===== config.mk =====
export PLATFORM = sky130hd
export DESIGN_NAME = three_sonar_obstacle_steering_flat
export DESIGN_NICKNAME = d
export VERILOG_FILES = /design/src/rtl/core/tss_pkg.sv /design/src/rtl/core/tss_if.sv /design/src/rtl/core/tss_ranger.sv /design/src/rtl/core/tss_steer.sv /design/src/rtl/core/three_sonar_obstacle_steering.sv /design/src/flat_wrapper.sv
export SDC_FILE = /design/constraint.sdc
export NUM_CORES = 1
export LEC_CHECK = 0
export BUFFER_PORTS_ARGS = -buffer_cell sky130_fd_sc_hd__clkbuf_2
export CORE_ASPECT_RATIO = 1.2
export CORE_UTILIZATION = 40
export DETAILED_ROUTE_END_ITERATION = 12
export PLACE_DENSITY = 0.65
export SETUP_SLACK_MARGIN = 0.3
export SYNTH_ARGS = -nofsm -noshare
export SYNTH_HDL_FRONTEND = slang
export SYNTH_SLANG_ARGS = --single-unit

===== constraint.sdc =====
create_clock -name clk -period 13.9 [get_ports clk]
set_input_delay 2.085 -clock clk [delete_from_list [all_inputs] [get_ports clk]]
set_output_delay 2.085 -clock clk [all_outputs]
set_load 0.02 [all_outputs]

===== src/rtl/core/tss_pkg.sv =====
// Shared constants, types and codes for the three-sonar obstacle steering block.
package tss_pkg;

    localparam int COUNT_W    = 16;
    localparam int CM_W       = 11;
    localparam int SENSOR_W   = 2;
    localparam int NUM_SONARS = 3;
    localparam int CFG_IDX_W  = 2;
    localparam int CFG_DATA_W = 11;

    localparam int TRIG_TICKS_DEF     = 10;
    localparam int ECHO_COUNT_MAX_DEF = 65535;

    localparam logic [CFG_IDX_W-1:0] CFG_SIDE_THR   = 2'd0;
    localparam logic [CFG_IDX_W-1:0] CFG_CENTER_THR = 2'd1;

    localparam logic [CM_W-1:0] SIDE_THR_RST   = 11'd20;
    localparam logic [CM_W-1:0] CENTER_THR_RST = 11'd40;

    localparam logic [SENSOR_W-1:0] SONAR_LEFT   = 2'd0;
    localparam logic [SENSOR_W-1:0] SONAR_CENTER = 2'd1;
    localparam logic [SENSOR_W-1:0] SONAR_RIGHT  = 2'd2;

    // count / 58 == (count >> 1) / 29 == ((count >> 1) * 36158) >> 20, exact for 15-bit values
    localparam int CM_HALF_W  = COUNT_W - 1;
    localparam int CM_RECIP_W = 16;
    localparam int CM_PROD_W  = CM_HALF_W + CM_RECIP_W;
    localparam int CM_SHIFT   = 20;
    localparam logic [CM_RECIP_W-1:0] CM_RECIP = 16'd36158;

    // motor lines: bit 0 m1 fwd, bit 1 m1 back, bit 2 m2 fwd, bit 3 m2 back
    typedef logic [3:0] motor_t;
    localparam motor_t MOTOR_STOP       = 4'b0000;
    localparam motor_t MOTOR_TURN_RIGHT = 4'b0001;
    localparam motor_t MOTOR_TURN_LEFT  = 4'b0100;
    localparam motor_t MOTOR_FORWARD    = 4'b0101;

    typedef struct packed {
        logic [NUM_SONARS-1:0] trig;
        logic                  fin;
        logic [SENSOR_W-1:0]   sensor;
        logic [COUNT_W-1:0]    count;
    } meas_t;

endpackage


===== src/rtl/core/tss_if.sv =====
// Handshake channels: echo words in, drive words out.
interface tss_echo_if;
    logic valid;
    logic ready;
    logic echo_left;
    logic echo_center;
    logic echo_right;

    modport source (output valid, output echo_left, output echo_center, output echo_right,
                    input ready);
    modport sink (input valid, input echo_left, input echo_center, input echo_right,
                  output ready);
endinterface

interface tss_drive_if import tss_pkg::*; ();
    logic                valid;
    logic                ready;
    logic                trig_left;
    logic                trig_center;
    logic                trig_right;
    logic                motor1_forward;
    logic                motor1_backward;
    logic                motor2_forward;
    logic                motor2_backward;
    logic                distance_ready;
    logic [SENSOR_W-1:0] distance_sensor;
    logic [CM_W-1:0]     distance_cm;

    modport source (output valid, output trig_left, output trig_center, output trig_right,
                    output motor1_forward, output motor1_backward, output motor2_forward,
                    output motor2_backward, output distance_ready, output distance_sensor,
                    output distance_cm, input ready);
    modport sink (input valid, input trig_left, input trig_center, input trig_right,
                  input motor1_forward, input motor1_backward, input motor2_forward,
                  input motor2_backward, input distance_ready, input distance_sensor,
                  input distance_cm, output ready);
endinterface


===== src/rtl/core/tss_ranger.sv =====
// Sonar scan sequencer: trigger, wait for echo, count echo ticks, one sensor at a time.
module tss_ranger import tss_pkg::*;
#(
    parameter int TRIG_TICKS     = TRIG_TICKS_DEF,
    parameter int ECHO_COUNT_MAX = ECHO_COUNT_MAX_DEF
)
(
    input  logic                  clk,
    input  logic                  rst_n,
    input  logic                  step,
    input  logic [NUM_SONARS-1:0] echo,
    output meas_t                 meas
);

    localparam logic [1:0] PH_TRIG  = 2'd0;
    localparam logic [1:0] PH_WAIT  = 2'd1;
    localparam logic [1:0] PH_COUNT = 2'd2;

    localparam logic [COUNT_W-1:0] TRIG_LAST = COUNT_W'(TRIG_TICKS - 1);
    localparam logic [COUNT_W-1:0] COUNT_TOP = COUNT_W'(ECHO_COUNT_MAX);

    logic [1:0]          phase_reg, phase_next;
    logic [SENSOR_W-1:0] sensor_reg, sensor_next;
    logic [COUNT_W-1:0]  tick_reg, tick_next;
    logic [SENSOR_W-1:0] idx;
    logic                echo_sel;

    always_comb
    begin
        idx = (sensor_reg > SONAR_RIGHT) ? SONAR_RIGHT : sensor_reg;
        unique case (idx)
            SONAR_LEFT:   echo_sel = echo[0];
            SONAR_CENTER: echo_sel = echo[1];
            default:      echo_sel = echo[2];
        endcase
    end

    always_comb
    begin
        phase_next  = phase_reg;
        sensor_next = sensor_reg;
        tick_next   = tick_reg;
        meas.trig   = '0;
        meas.fin    = 1'b0;
        meas.sensor = idx;
        meas.count  = tick_reg;
        unique case (phase_reg)
            PH_WAIT:
            begin
                if (echo_sel)
                begin
                    phase_next = PH_COUNT;
                    tick_next  = COUNT_W'(1);
                end
            end
            PH_COUNT:
            begin
                if (echo_sel)
                begin
                    if (tick_reg < COUNT_TOP)
                        tick_next = tick_reg + COUNT_W'(1);
                end
                else
                begin
                    meas.fin    = 1'b1;
                    sensor_next = (idx == SONAR_RIGHT) ? SONAR_LEFT : idx + SENSOR_W'(1);
                    phase_next  = PH_TRIG;
                    tick_next   = '0;
                end
            end
            default:
            begin
                meas.trig[idx] = 1'b1;
                if (tick_reg >= TRIG_LAST)
                begin
                    phase_next = PH_WAIT;
                    tick_next  = '0;
                end
                else
                begin
                    tick_next = tick_reg + COUNT_W'(1);
                end
            end
        endcase
    end

    always_ff @(posedge clk or negedge rst_n)
    begin
        if (!rst_n)
        begin
            phase_reg  <= PH_TRIG;
            sensor_reg <= SONAR_LEFT;
            tick_reg   <= '0;
        end
        else if (step)
        begin
            phase_reg  <= phase_next;
            sensor_reg <= sensor_next;
            tick_reg   <= tick_next;
        end
    end

endmodule


===== src/rtl/core/tss_steer.sv =====
// Keeps the last distance of each sonar and picks the motor drive after the right one.
module tss_steer import tss_pkg::*;
(
    input  logic                clk,
    input  logic                rst_n,
    input  logic                step,
    input  logic                fin,
    input  logic [SENSOR_W-1:0] sensor,
    input  logic [CM_W-1:0]     cm,
    input  logic [CM_W-1:0]     side_thr,
    input  logic [CM_W-1:0]     center_thr,
    output motor_t              motor_next
);

    logic [CM_W-1:0] dist_reg [NUM_SONARS];
    logic [CM_W-1:0] dist_next [NUM_SONARS];
    motor_t          motor_reg;

    always_comb
    begin
        for (int i = 0; i < NUM_SONARS; i++)
            dist_next[i] = (fin && sensor == SENSOR_W'(i)) ? cm : dist_reg[i];

        motor_next = motor_reg;
        if (fin && sensor == SONAR_RIGHT)
        begin
            priority if (dist_next[0] < side_thr)
                motor_next = MOTOR_TURN_RIGHT;
            else if (dist_next[2] < side_thr)
                motor_next = MOTOR_TURN_LEFT;
            else if (dist_next[1] < center_thr)
                motor_next = MOTOR_TURN_RIGHT;
            else
                motor_next = MOTOR_FORWARD;
        end
    end

    always_ff @(posedge clk or negedge rst_n)
    begin
        if (!rst_n)
        begin
            motor_reg <= MOTOR_STOP;
            for (int i = 0; i < NUM_SONARS; i++)
                dist_reg[i] <= '0;
        end
        else if (step)
        begin
            motor_reg <= motor_next;
            for (int i = 0; i < NUM_SONARS; i++)
                dist_reg[i] <= dist_next[i];
        end
    end

endmodule


===== src/rtl/core/three_sonar_obstacle_steering.sv =====
// Top level of the three-sonar obstacle steering block.
//
//  channel  | dir | word                                        | accepted when
//  ---------+-----+---------------------------------------------+--------------------------
//  echo     | in  | echo_left, echo_center, echo_right          | echo.valid && echo.ready
//  drive    | out | trig x3, motor lines x4, distance_ready,    | drive.valid && drive.ready
//           |     | distance_sensor, distance_cm                |
//  cfg      | in  | cfg_index, cfg_data                         | cfg_we
//
// One echo word per cycle while the pipeline is not halted; its drive word passes through
// the sequencer register, divide-by-58 multiply register and steering/output register.
// The pipeline advances as a whole; it halts only while the output word waits on drive.ready.
// Reset: scan starts with the left trigger, distances zero, motors stopped,
// thresholds 20 cm side and 40 cm center.
module three_sonar_obstacle_steering import tss_pkg::*;
#(
    parameter int TRIG_TICKS     = TRIG_TICKS_DEF,
    parameter int ECHO_COUNT_MAX = ECHO_COUNT_MAX_DEF
)
(
    input  logic                  clk,
    input  logic                  rst_n,
    tss_echo_if.sink              echo,
    tss_drive_if.source           drive,
    input  logic                  cfg_we,
    input  logic [CFG_IDX_W-1:0]  cfg_index,
    input  logic [CFG_DATA_W-1:0] cfg_data
);

    logic            adv;
    logic            take;
    meas_t           meas;
    logic [CM_W-1:0] side_thr_reg, center_thr_reg;

    logic            s1_valid_reg;
    meas_t           s1_meas_reg;
    logic            s2_valid_reg;
    meas_t           s2_meas_reg;
    logic [CM_W-1:0] s2_cm_reg;
    logic [CM_PROD_W-1:0] prod;

    logic                  out_valid_reg;
    logic [NUM_SONARS-1:0] out_trig_reg;
    motor_t                out_motor_reg;
    logic                  out_ready_reg;
    logic [SENSOR_W-1:0]   out_sensor_reg;
    logic [CM_W-1:0]       out_cm_reg;
    motor_t                motor_next;

    assign adv        = !out_valid_reg || drive.ready;
    assign echo.ready = adv;
    assign take       = echo.valid && adv;

    always_ff @(posedge clk or negedge rst_n)
    begin
        if (!rst_n)
        begin
            side_thr_reg   <= SIDE_THR_RST;
            center_thr_reg <= CENTER_THR_RST;
        end
        else if (cfg_we)
        begin
            if (cfg_index == CFG_SIDE_THR)
                side_thr_reg <= cfg_data;
            else if (cfg_index == CFG_CENTER_THR)
                center_thr_reg <= cfg_data;
        end
    end

    tss_ranger #(
        .TRIG_TICKS     (TRIG_TICKS),
        .ECHO_COUNT_MAX (ECHO_COUNT_MAX)
    ) u_ranger (
        .clk   (clk),
        .rst_n (rst_n),
        .step  (take),
        .echo  ({echo.echo_right, echo.echo_center, echo.echo_left}),
        .meas  (meas)
    );

    // ticks / 58 by reciprocal multiply
    assign prod = s1_meas_reg.count[COUNT_W-1:1] * CM_RECIP;

    always_ff @(posedge clk or negedge rst_n)
    begin
        if (!rst_n)
        begin
            s1_valid_reg  <= 1'b0;
            s2_valid_reg  <= 1'b0;
            out_valid_reg <= 1'b0;
        end
        else if (adv)
        begin
            s1_valid_reg  <= take;
            s2_valid_reg  <= s1_valid_reg;
            out_valid_reg <= s2_valid_reg;
        end
    end

    always_ff @(posedge clk)
    begin
        if (adv)
        begin
            s1_meas_reg    <= meas;
            s2_meas_reg    <= s1_meas_reg;
            s2_cm_reg      <= s1_meas_reg.fin ? prod[CM_SHIFT +: CM_W] : '0;
            out_trig_reg   <= s2_meas_reg.trig;
            out_motor_reg  <= motor_next;
            out_ready_reg  <= s2_meas_reg.fin;
            out_sensor_reg <= s2_meas_reg.fin ? s2_meas_reg.sensor : SONAR_LEFT;
            out_cm_reg     <= s2_cm_reg;
        end
    end

    tss_steer u_steer (
        .clk        (clk),
        .rst_n      (rst_n),
        .step       (s2_valid_reg && adv),
        .fin        (s2_meas_reg.fin),
        .sensor     (s2_meas_reg.sensor),
        .cm         (s2_cm_reg),
        .side_thr   (side_thr_reg),
        .center_thr (center_thr_reg),
        .motor_next (motor_next)
    );

    assign drive.valid           = out_valid_reg;
    assign drive.trig_left       = out_trig_reg[0];
    assign drive.trig_center     = out_trig_reg[1];
    assign drive.trig_right      = out_trig_reg[2];
    assign drive.motor1_forward  = out_motor_reg[0];
    assign drive.motor1_backward = out_motor_reg[1];
    assign drive.motor2_forward  = out_motor_reg[2];
    assign drive.motor2_backward = out_motor_reg[3];
    assign drive.distance_ready  = out_ready_reg;
    assign drive.distance_sensor = out_sensor_reg;
    assign drive.distance_cm     = out_cm_reg;

endmodule


===== src/flat_wrapper.sv =====
// flat-port wrapper written by rule: the top's interface ports become plain ports
module three_sonar_obstacle_steering_flat import tss_pkg::*;
#(
    parameter int TRIG_TICKS     = TRIG_TICKS_DEF,
    parameter int ECHO_COUNT_MAX = ECHO_COUNT_MAX_DEF
)
  (clk, rst_n, cfg_we, cfg_index, cfg_data, echo_valid, echo_echo_left, echo_echo_center, echo_echo_right, echo_ready, drive_valid, drive_trig_left, drive_trig_center, drive_trig_right, drive_motor1_forward, drive_motor1_backward, drive_motor2_forward, drive_motor2_backward, drive_distance_ready, drive_distance_sensor, drive_distance_cm, drive_ready);
  tss_echo_if echo_i ();
  tss_drive_if drive_i ();
  input  logic clk;
  input  logic rst_n;
  input  logic cfg_we;
  input  logic [CFG_IDX_W-1:0] cfg_index;
  input  logic [CFG_DATA_W-1:0] cfg_data;
  input wire logic [$bits(echo_i.valid)-1:0] echo_valid;
  input wire logic [$bits(echo_i.echo_left)-1:0] echo_echo_left;
  input wire logic [$bits(echo_i.echo_center)-1:0] echo_echo_center;
  input wire logic [$bits(echo_i.echo_right)-1:0] echo_echo_right;
  output wire logic [$bits(echo_i.ready)-1:0] echo_ready;
  output wire logic [$bits(drive_i.valid)-1:0] drive_valid;
  output wire logic [$bits(drive_i.trig_left)-1:0] drive_trig_left;
  output wire logic [$bits(drive_i.trig_center)-1:0] drive_trig_center;
  output wire logic [$bits(drive_i.trig_right)-1:0] drive_trig_right;
  output wire logic [$bits(drive_i.motor1_forward)-1:0] drive_motor1_forward;
  output wire logic [$bits(drive_i.motor1_backward)-1:0] drive_motor1_backward;
  output wire logic [$bits(drive_i.motor2_forward)-1:0] drive_motor2_forward;
  output wire logic [$bits(drive_i.motor2_backward)-1:0] drive_motor2_backward;
  output wire logic [$bits(drive_i.distance_ready)-1:0] drive_distance_ready;
  output wire logic [$bits(drive_i.distance_sensor)-1:0] drive_distance_sensor;
  output wire logic [$bits(drive_i.distance_cm)-1:0] drive_distance_cm;
  input wire logic [$bits(drive_i.ready)-1:0] drive_ready;
  assign echo_i.valid = echo_valid;
  assign echo_i.echo_left = echo_echo_left;
  assign echo_i.echo_center = echo_echo_center;
  assign echo_i.echo_right = echo_echo_right;
  assign echo_ready = echo_i.ready;
  assign drive_valid = drive_i.valid;
  assign drive_trig_left = drive_i.trig_left;
  assign drive_trig_center = drive_i.trig_center;
  assign drive_trig_right = drive_i.trig_right;
  assign drive_motor1_forward = drive_i.motor1_forward;
  assign drive_motor1_backward = drive_i.motor1_backward;
  assign drive_motor2_forward = drive_i.motor2_forward;
  assign drive_motor2_backward = drive_i.motor2_backward;
  assign drive_distance_ready = drive_i.distance_ready;
  assign drive_distance_sensor = drive_i.distance_sensor;
  assign drive_distance_cm = drive_i.distance_cm;
  assign drive_i.ready = drive_ready;
  three_sonar_obstacle_steering #(.TRIG_TICKS(TRIG_TICKS), .ECHO_COUNT_MAX(ECHO_COUNT_MAX)) u_core (.clk(clk), .rst_n(rst_n), .echo(echo_i), .drive(drive_i), .cfg_we(cfg_we), .cfg_index(cfg_index), .cfg_data(cfg_data));
endmodule

==> flow_summary.yaml, run 1 <==
global_route:
  grt_max_degree: 66
  gr-total-overflow: 0
  antenna_found_initial: 0
  grt_pass1_wl_mm: 38.6
  grt_pass1_vias: 7748
  grt_usage_pct: 17.7
route:
  drc_errors: 0
  wire_per_inst_um: 16.0
  drt_pass1_iterations: 8
  antenna_left: 0
  drt-total-wl_mm: 23.3
  num_vias: 7437
  via_per_inst: 5.11
  drtIter0Drc: 365
cts:
  clockRootBuffer: "clkbuf_16"
  cts_max_level: 4
  ctsResizeCount: 0
  cts_setup_buffers: 0
  cts_tree: "yes"
  cts_sinks: 141
  cts.clk_slew.worst_paths_ns: 0.06
  cts_buffer_depth: 2
  cts_buffers: 17
  cts_hold_buf: 0
  clock_latency_ns: 0.43
floorplanning:
  start_util_pct: 41.1
  fp.dieW_um: 153
  dieArea_um2: 27900
  die_y_um: 183
  num_rows: 65
  pin_count: 44
  coreArea_um2: 26500
critical_path:
  rr_endpoint: "u_core.s2_cm_reg[6]"
  start_kind: "flop"
  setup.worst_path.end_class: "flop"
  r2r_setup_slack_ns: 8.12
  critPathMaxFanout: 7
  arrival_ns: 6.06
  cp.required_ns: 14.18
  critical_path_class: "reg2reg"
  r2r_start: "u_core.s1_meas_reg[11]"
  rr_worst_depth: 17
cells_and_area:
  nNetsFinal: 1354
  multiInputGateArea_um2: 6350
  n_fill_cell: 2498
  antenna_cells: 0
  syn2layout_area_growth_pct: 11.7
  seq_area_um2: 3830
  design_area_um2: 12200
  drive_above_1_share_pct: 12.2
  fin_util_pct: 45.9
  largest_reg_flops: 33
synthesis:
  yosysWarnings: 0
  yosys-top-cells-area: "dfrtp_1 18%, ha_1 17%, edfxtp_1 16%"
  synth_edf_count: 59
  ys.flop_type: "dfrtp_1"
  syn_nets: 1308
  yosysMostFrequentCell: "nand2_1"
  synth_top_area_share_pct: 17.9
  synth_cell_type_count: 62
  synth_common_cells: "173 x nand2_1, 169 x inv_1, 150 x ha_1, 78 x dfrtp_1, 77 x fa_1"
  synthCells: 1060
  ys_seq_area_share_pct: 35.1
  ys_ff_latch: 141
  syn_area_per_cell_um2: 10.3
  synthesis.area_um2: 10900
  yosysTopAreaCell: "dfrtp_1"
  async_flop_share_pct: 58.2
timing:
  slew_viol_final: 0
  fin_ws_ns: 8.12
  fin_worst_skew_ns: 0.0112
  rsz0062_at_grt: "false"
  final.min_clock_period_ns: 5.78
  tightest_slew_ns: 1.14
  period_share_pct: 41.6
  setup_viol: 0
  tns_ns: 0
  hold_viol: 0
  fmax_mhz: 173
  slew_headroom_pct: 23.8
placement:
  hpwl_mm: 18.2
  portBuffers: 43
  placedInstanceArea_um2: 11500
  place_ws_ns: 8.14
  place_congestion: 0.858
run_status:
  status: "finished clean"
run:
  maxCapViolCount: 0
min_path:
  hold_start: "u_core.s1_meas_reg[20]"
  min_path_cells: 0
  hold_class: "reg2reg"
  whs_endpoint: "u_core.s2_meas_reg[20]"
## cells in the final DEF, fill, tap and decap left out, types with 9 or more instances in the layout
cell type | Yosys | layout
mux2_2 | 38 | 38
a31oi_1 | 9 | 9
clkbuf_2 | 0 | 42
dfrtp_1 | 78 | 78
nand2b_1 | 11 | 10
o21ai_0 | 43 | 43
ha_1 | 150 | 150
a21o_1 | 16 | 16
a21oi_1 | 28 | 28
fa_1 | 77 | 77
clkbuf_16 | 0 | 23
inv_1 | 169 | 169
edfxtp_1 | 59 | 59
and2_1 | 15 | 15
nor2_1 | 34 | 34
nand4_1 | 15 | 15
nand2_1 | 173 | 173
nand3_1 | 15 | 15
## worst max-delay path by stage
stage,from,to,slack [ns],depth (start not counted)
6_report,u_core.s1_meas_reg[11],u_core.s2_cm_reg[6],8.12,17
4_1_cts,u_core.s1_meas_reg[11],u_core.s2_cm_reg[6],8.11,17
3_3_place_gp,u_core.s1_meas_reg[13],u_core.s2_cm_reg[9],8.17,16
3_5_place_dp,u_core.s1_meas_reg[13],u_core.s2_cm_reg[9],8.14,16
5_1_grt,u_core.s1_meas_reg[11],u_core.s2_cm_reg[7],7.87,17
2_1_floorplan,u_core.s1_meas_reg[13],u_core.s2_cm_reg[6],8.49,17
## critical path, cell delays in order, from the launching register on
cell,delay (ns)
edfxtp_1,0.56
fa_1,0.59
inv_1,0.05
fa_1,0.50
inv_1,0.06
fa_1,0.53
fa_1,0.44
fa_1,0.54
inv_1,0.05
fa_1,0.54
inv_1,0.04
ha_1,0.32
nand4_1,0.11
a2111oi_0,0.43
o31ai_1,0.21
a211o_1,0.34
a21o_1,0.18
a21oi_1,0.13
## per-stage QoR
| stage | instances | hold WS, ns |
|---|---|---|
| finish | 1454 | 0.420 |
| global route | 1454 | 0.424 |
| CTS | 1454 | 0.418 |
| detailed placement | 1422 | 0.405 |
| global placement | 1422 | 0.406 |
| floorplan | 1060 | 0.400 |
## cell families after synthesis
logic type / after synthesis / share of synthesized area (%)
xor+xnor: 7 / 0.563
compound gates: 144 / 8.78
mux: 46 / 4.75
simple gates: 304 / 12.7
flops: 141 / 35.1
fa+ha+maj: 227 / 31.4
buf+inv: 191 / 6.74
## cell type report
cell class | count | area share, %
Tap cell | 335 | 3.44
Timing Repair Buffer | 49 | 2.16
Clock buffer | 27 | 4.93
Inverter | 169 | 5.21
Multi-Input combinational cell | 728 | 52.1
Clock inverter | 5 | 0.678
Sequential cell | 141 | 31.4
## per-layer routing
metal | routed length [µm] | GRT usage (%) | vias up
met3 | 757 | 3.05 | 23
met4 | 293 | 5.13 | 0
met2 | 11900 | 31.9 | 104
li1 | - | - | 3656
met5 | 0 | 0 | -
met1 | 10300 | 21.5 | 3654
Power of run 1 is not shown: default switching activity piles up to over one toggle a cycle in this logic, so the estimate is an artifact.
==> run 2: changes to the inputs <==
==> constraint.sdc (replaced) <==
create_clock -name clk -period 5.6 [get_ports clk]
set_input_delay 0.84 -clock clk [delete_from_list [all_inputs] [get_ports clk]]
set_output_delay 0.84 -clock clk [all_outputs]
set_load 0.02 [all_outputs]
==> run 2 against run 1 <==
The run now ends with DRC left. Count of clock-buffer cells in the layout fell by 8. Sequential cell count did not move. Critical path type unchanged. Highest routed layer unchanged. Non-clock buffer count up 33. Worst setup slack worse by 8.0 ns.
==> flow_summary.yaml, run 2 (synthesis results as in run 1) <==
route:
  via_per_inst: 5.10
  wire_per_inst_um: 15.5
  drc_errors: 2
  drtIter0Drc: 403
  drt-total-wl_mm: 23.1
  antenna_left: 0
  num_vias: 7584
  drt_pass1_iterations: 10
critical_path:
  critPathMaxFanout: 5
  arrival_ns: 5.60
  critical_path_class: "reg2reg"
  cp.required_ns: 5.76
  start_kind: "flop"
  cp_slowest_stage_delay_ns: 0.57
  crit_top_cell: "fa_1"
  cp_cell_sequence: "fa_1 > inv_2 > fa_1 > inv_1 > fa_1 > fa_2 > fa_1 > inv_2 > fa_1 > inv_2 > ha_4 > nand4_1 > buf_6 > a2111o_1 > o221ai_4 > a221oi_2 > mux2i_1"
  slowest_stage: "fa_1"
  setup.worst_path.end_class: "flop"
timing:
  fmax_mhz: 184
  tns_ns: 0
  slew_headroom_pct: 36.6
  tightest_slew_ns: 0.951
  final.min_clock_period_ns: 5.44
  whs_ns: 0.253
  hold_viol: 0
  fin_ws_ns: 0.165
  period_share_pct: 97.1
  slew_viol_final: 0
  rsz0062_at_grt: "true"
  setup_viol: 0
  fin_worst_skew_ns: 0.0138
cts:
  cts_hold_buf: 0
  cts_buffers: 17
  cts_max_level: 4
  cts.clk_slew.worst_paths_ns: 0.07
  clock_latency_ns: 0.43
  cts_sinks: 141
  clockRootBuffer: "clkbuf_16"
  cts_tree: "yes"
  cts_buffer_depth: 2
global_route:
  grt_pass1_wl_mm: 39.0
  gr-total-overflow: 0
  grt_max_degree: 70
  grt_pass1_vias: 7897
  antenna_found_initial: 0
  grt_usage_pct: 17.5
cells_and_area:
  antenna_cells: 0
  largest_reg_flops: 33
  multiInputGateArea_um2: 6630
  mostFrequentLayoutCell: "nand2_1"
  mostFrequentLayoutCells: "171 x nand2_1, 163 x inv_1, 138 x ha_1"
  syn2layout_area_growth_pct: 15.8
  drive_above_1_share_pct: 18.2
  n_fill_cell: 2485
  nNetsFinal: 1387
  seq_area_um2: 3830
placement:
  place_ws_ns: -0.00930
  hpwl_mm: 18.1
  portBuffers: 43
  place_congestion: 0.900
floorplanning:
  dieArea_um2: 27900
  num_rows: 65
  die_y_um: 183
  coreArea_um2: 26500
  pin_count: 44
  fp.dieW_um: 153
  start_util_pct: 41.1
min_path:
  hold_class: "in2async"
run_status:
  status: "finished, violations left"
  violations: "DRC"
run:
  maxCapViolCount: 0
[run 2: changes by cell type in the layout (fill, tap and decap cells not counted), moves of 5 or more]
cell,before,now
buf_6,0,6
ha_4,0,12
a21oi_1,28,23
ha_1,150,138
inv_2,0,6
buf_4,7,34
clkbuf_16,23,17
a21oi_2,0,5
inv_1,169,163
[run 2: cell type report]
class / instances / share of cell area [%]
inverter: 169 / 5.03
timing repair buffer: 82 / 4.23
multi-input combinational: 728 / 52.5
sequential: 141 / 30.4
clock buffer: 19 / 3.59
tap: 335 / 3.32
clock inverter: 13 / 0.942
[run 2: final timing paths]
check | startpoint | to | slack (ns) | depth (start not counted)
min in group clk | u_core.s1_meas_reg[21] | u_core.s2_meas_reg[21] | 0.42 | 0
worst min register to register | u_core.s1_meas_reg[21] | u_core.s2_meas_reg[21] | 0.42 | 0
max in group asynchronous | rst_n | u_core.s1_valid_reg | 4.15 | 2
worst min-delay path | rst_n | u_core.u_steer.dist_reg[6] | 0.25 | 1
worst max register to register | u_core.s1_meas_reg[14] | u_core.s2_cm_reg[9] | 0.16 | 17
worst max-delay path | u_core.s1_meas_reg[14] | u_core.s2_cm_reg[9] | 0.16 | 17
[run 2: worst max-delay path, delay by kind of cell (launching register included)]
kind / cells / cell delay [ns]
AOI/OAI and AO/OA: 3 / 0.79
DFF: 1 / 0.53
muxes: 1 / 0.14
buffers and inverters: 5 / 0.33
and+or+nand+nor: 1 / 0.09
adders and majority gates: 7 / 3.32
[run 2: stage by stage]
| step | std cells | instance area (µm²) | util (%) |
|---|---|---|---|
| 2_1_floorplan | 1060 | 10900 | - |
| 3_3_place_gp | 1436 | 11600 | 43.8 |
| 3_5_place_dp | 1436 | 11600 | 43.8 |
| 4_1_cts | 1482 | 12500 | 47.1 |
| 5_1_grt | 1487 | 12600 | 47.6 |
| 6_report | 1487 | 12600 | 47.6 |
[run 2: what timing repair did]
item | 4_1_cts | 5_1_grt
gates cloned | 0 | 0
resized for setup | 29 | 20
endpoints found under the setup margin | 11 | 11
buffers inserted | 14 | 5
pin swaps | 31 | 25
[run 2: routing by layer]
layer | vias up | global-route usage, % | routed length, µm
met5 | - | 0 | 0
met4 | 0 | 5.37 | 334
met3 | 24 | 2.55 | 524
met2 | 105 | 31.7 | 12000
met1 | 3730 | 21.5 | 10200
li1 | 3725 | - | -
Power of run 2 is left out for the same reason.
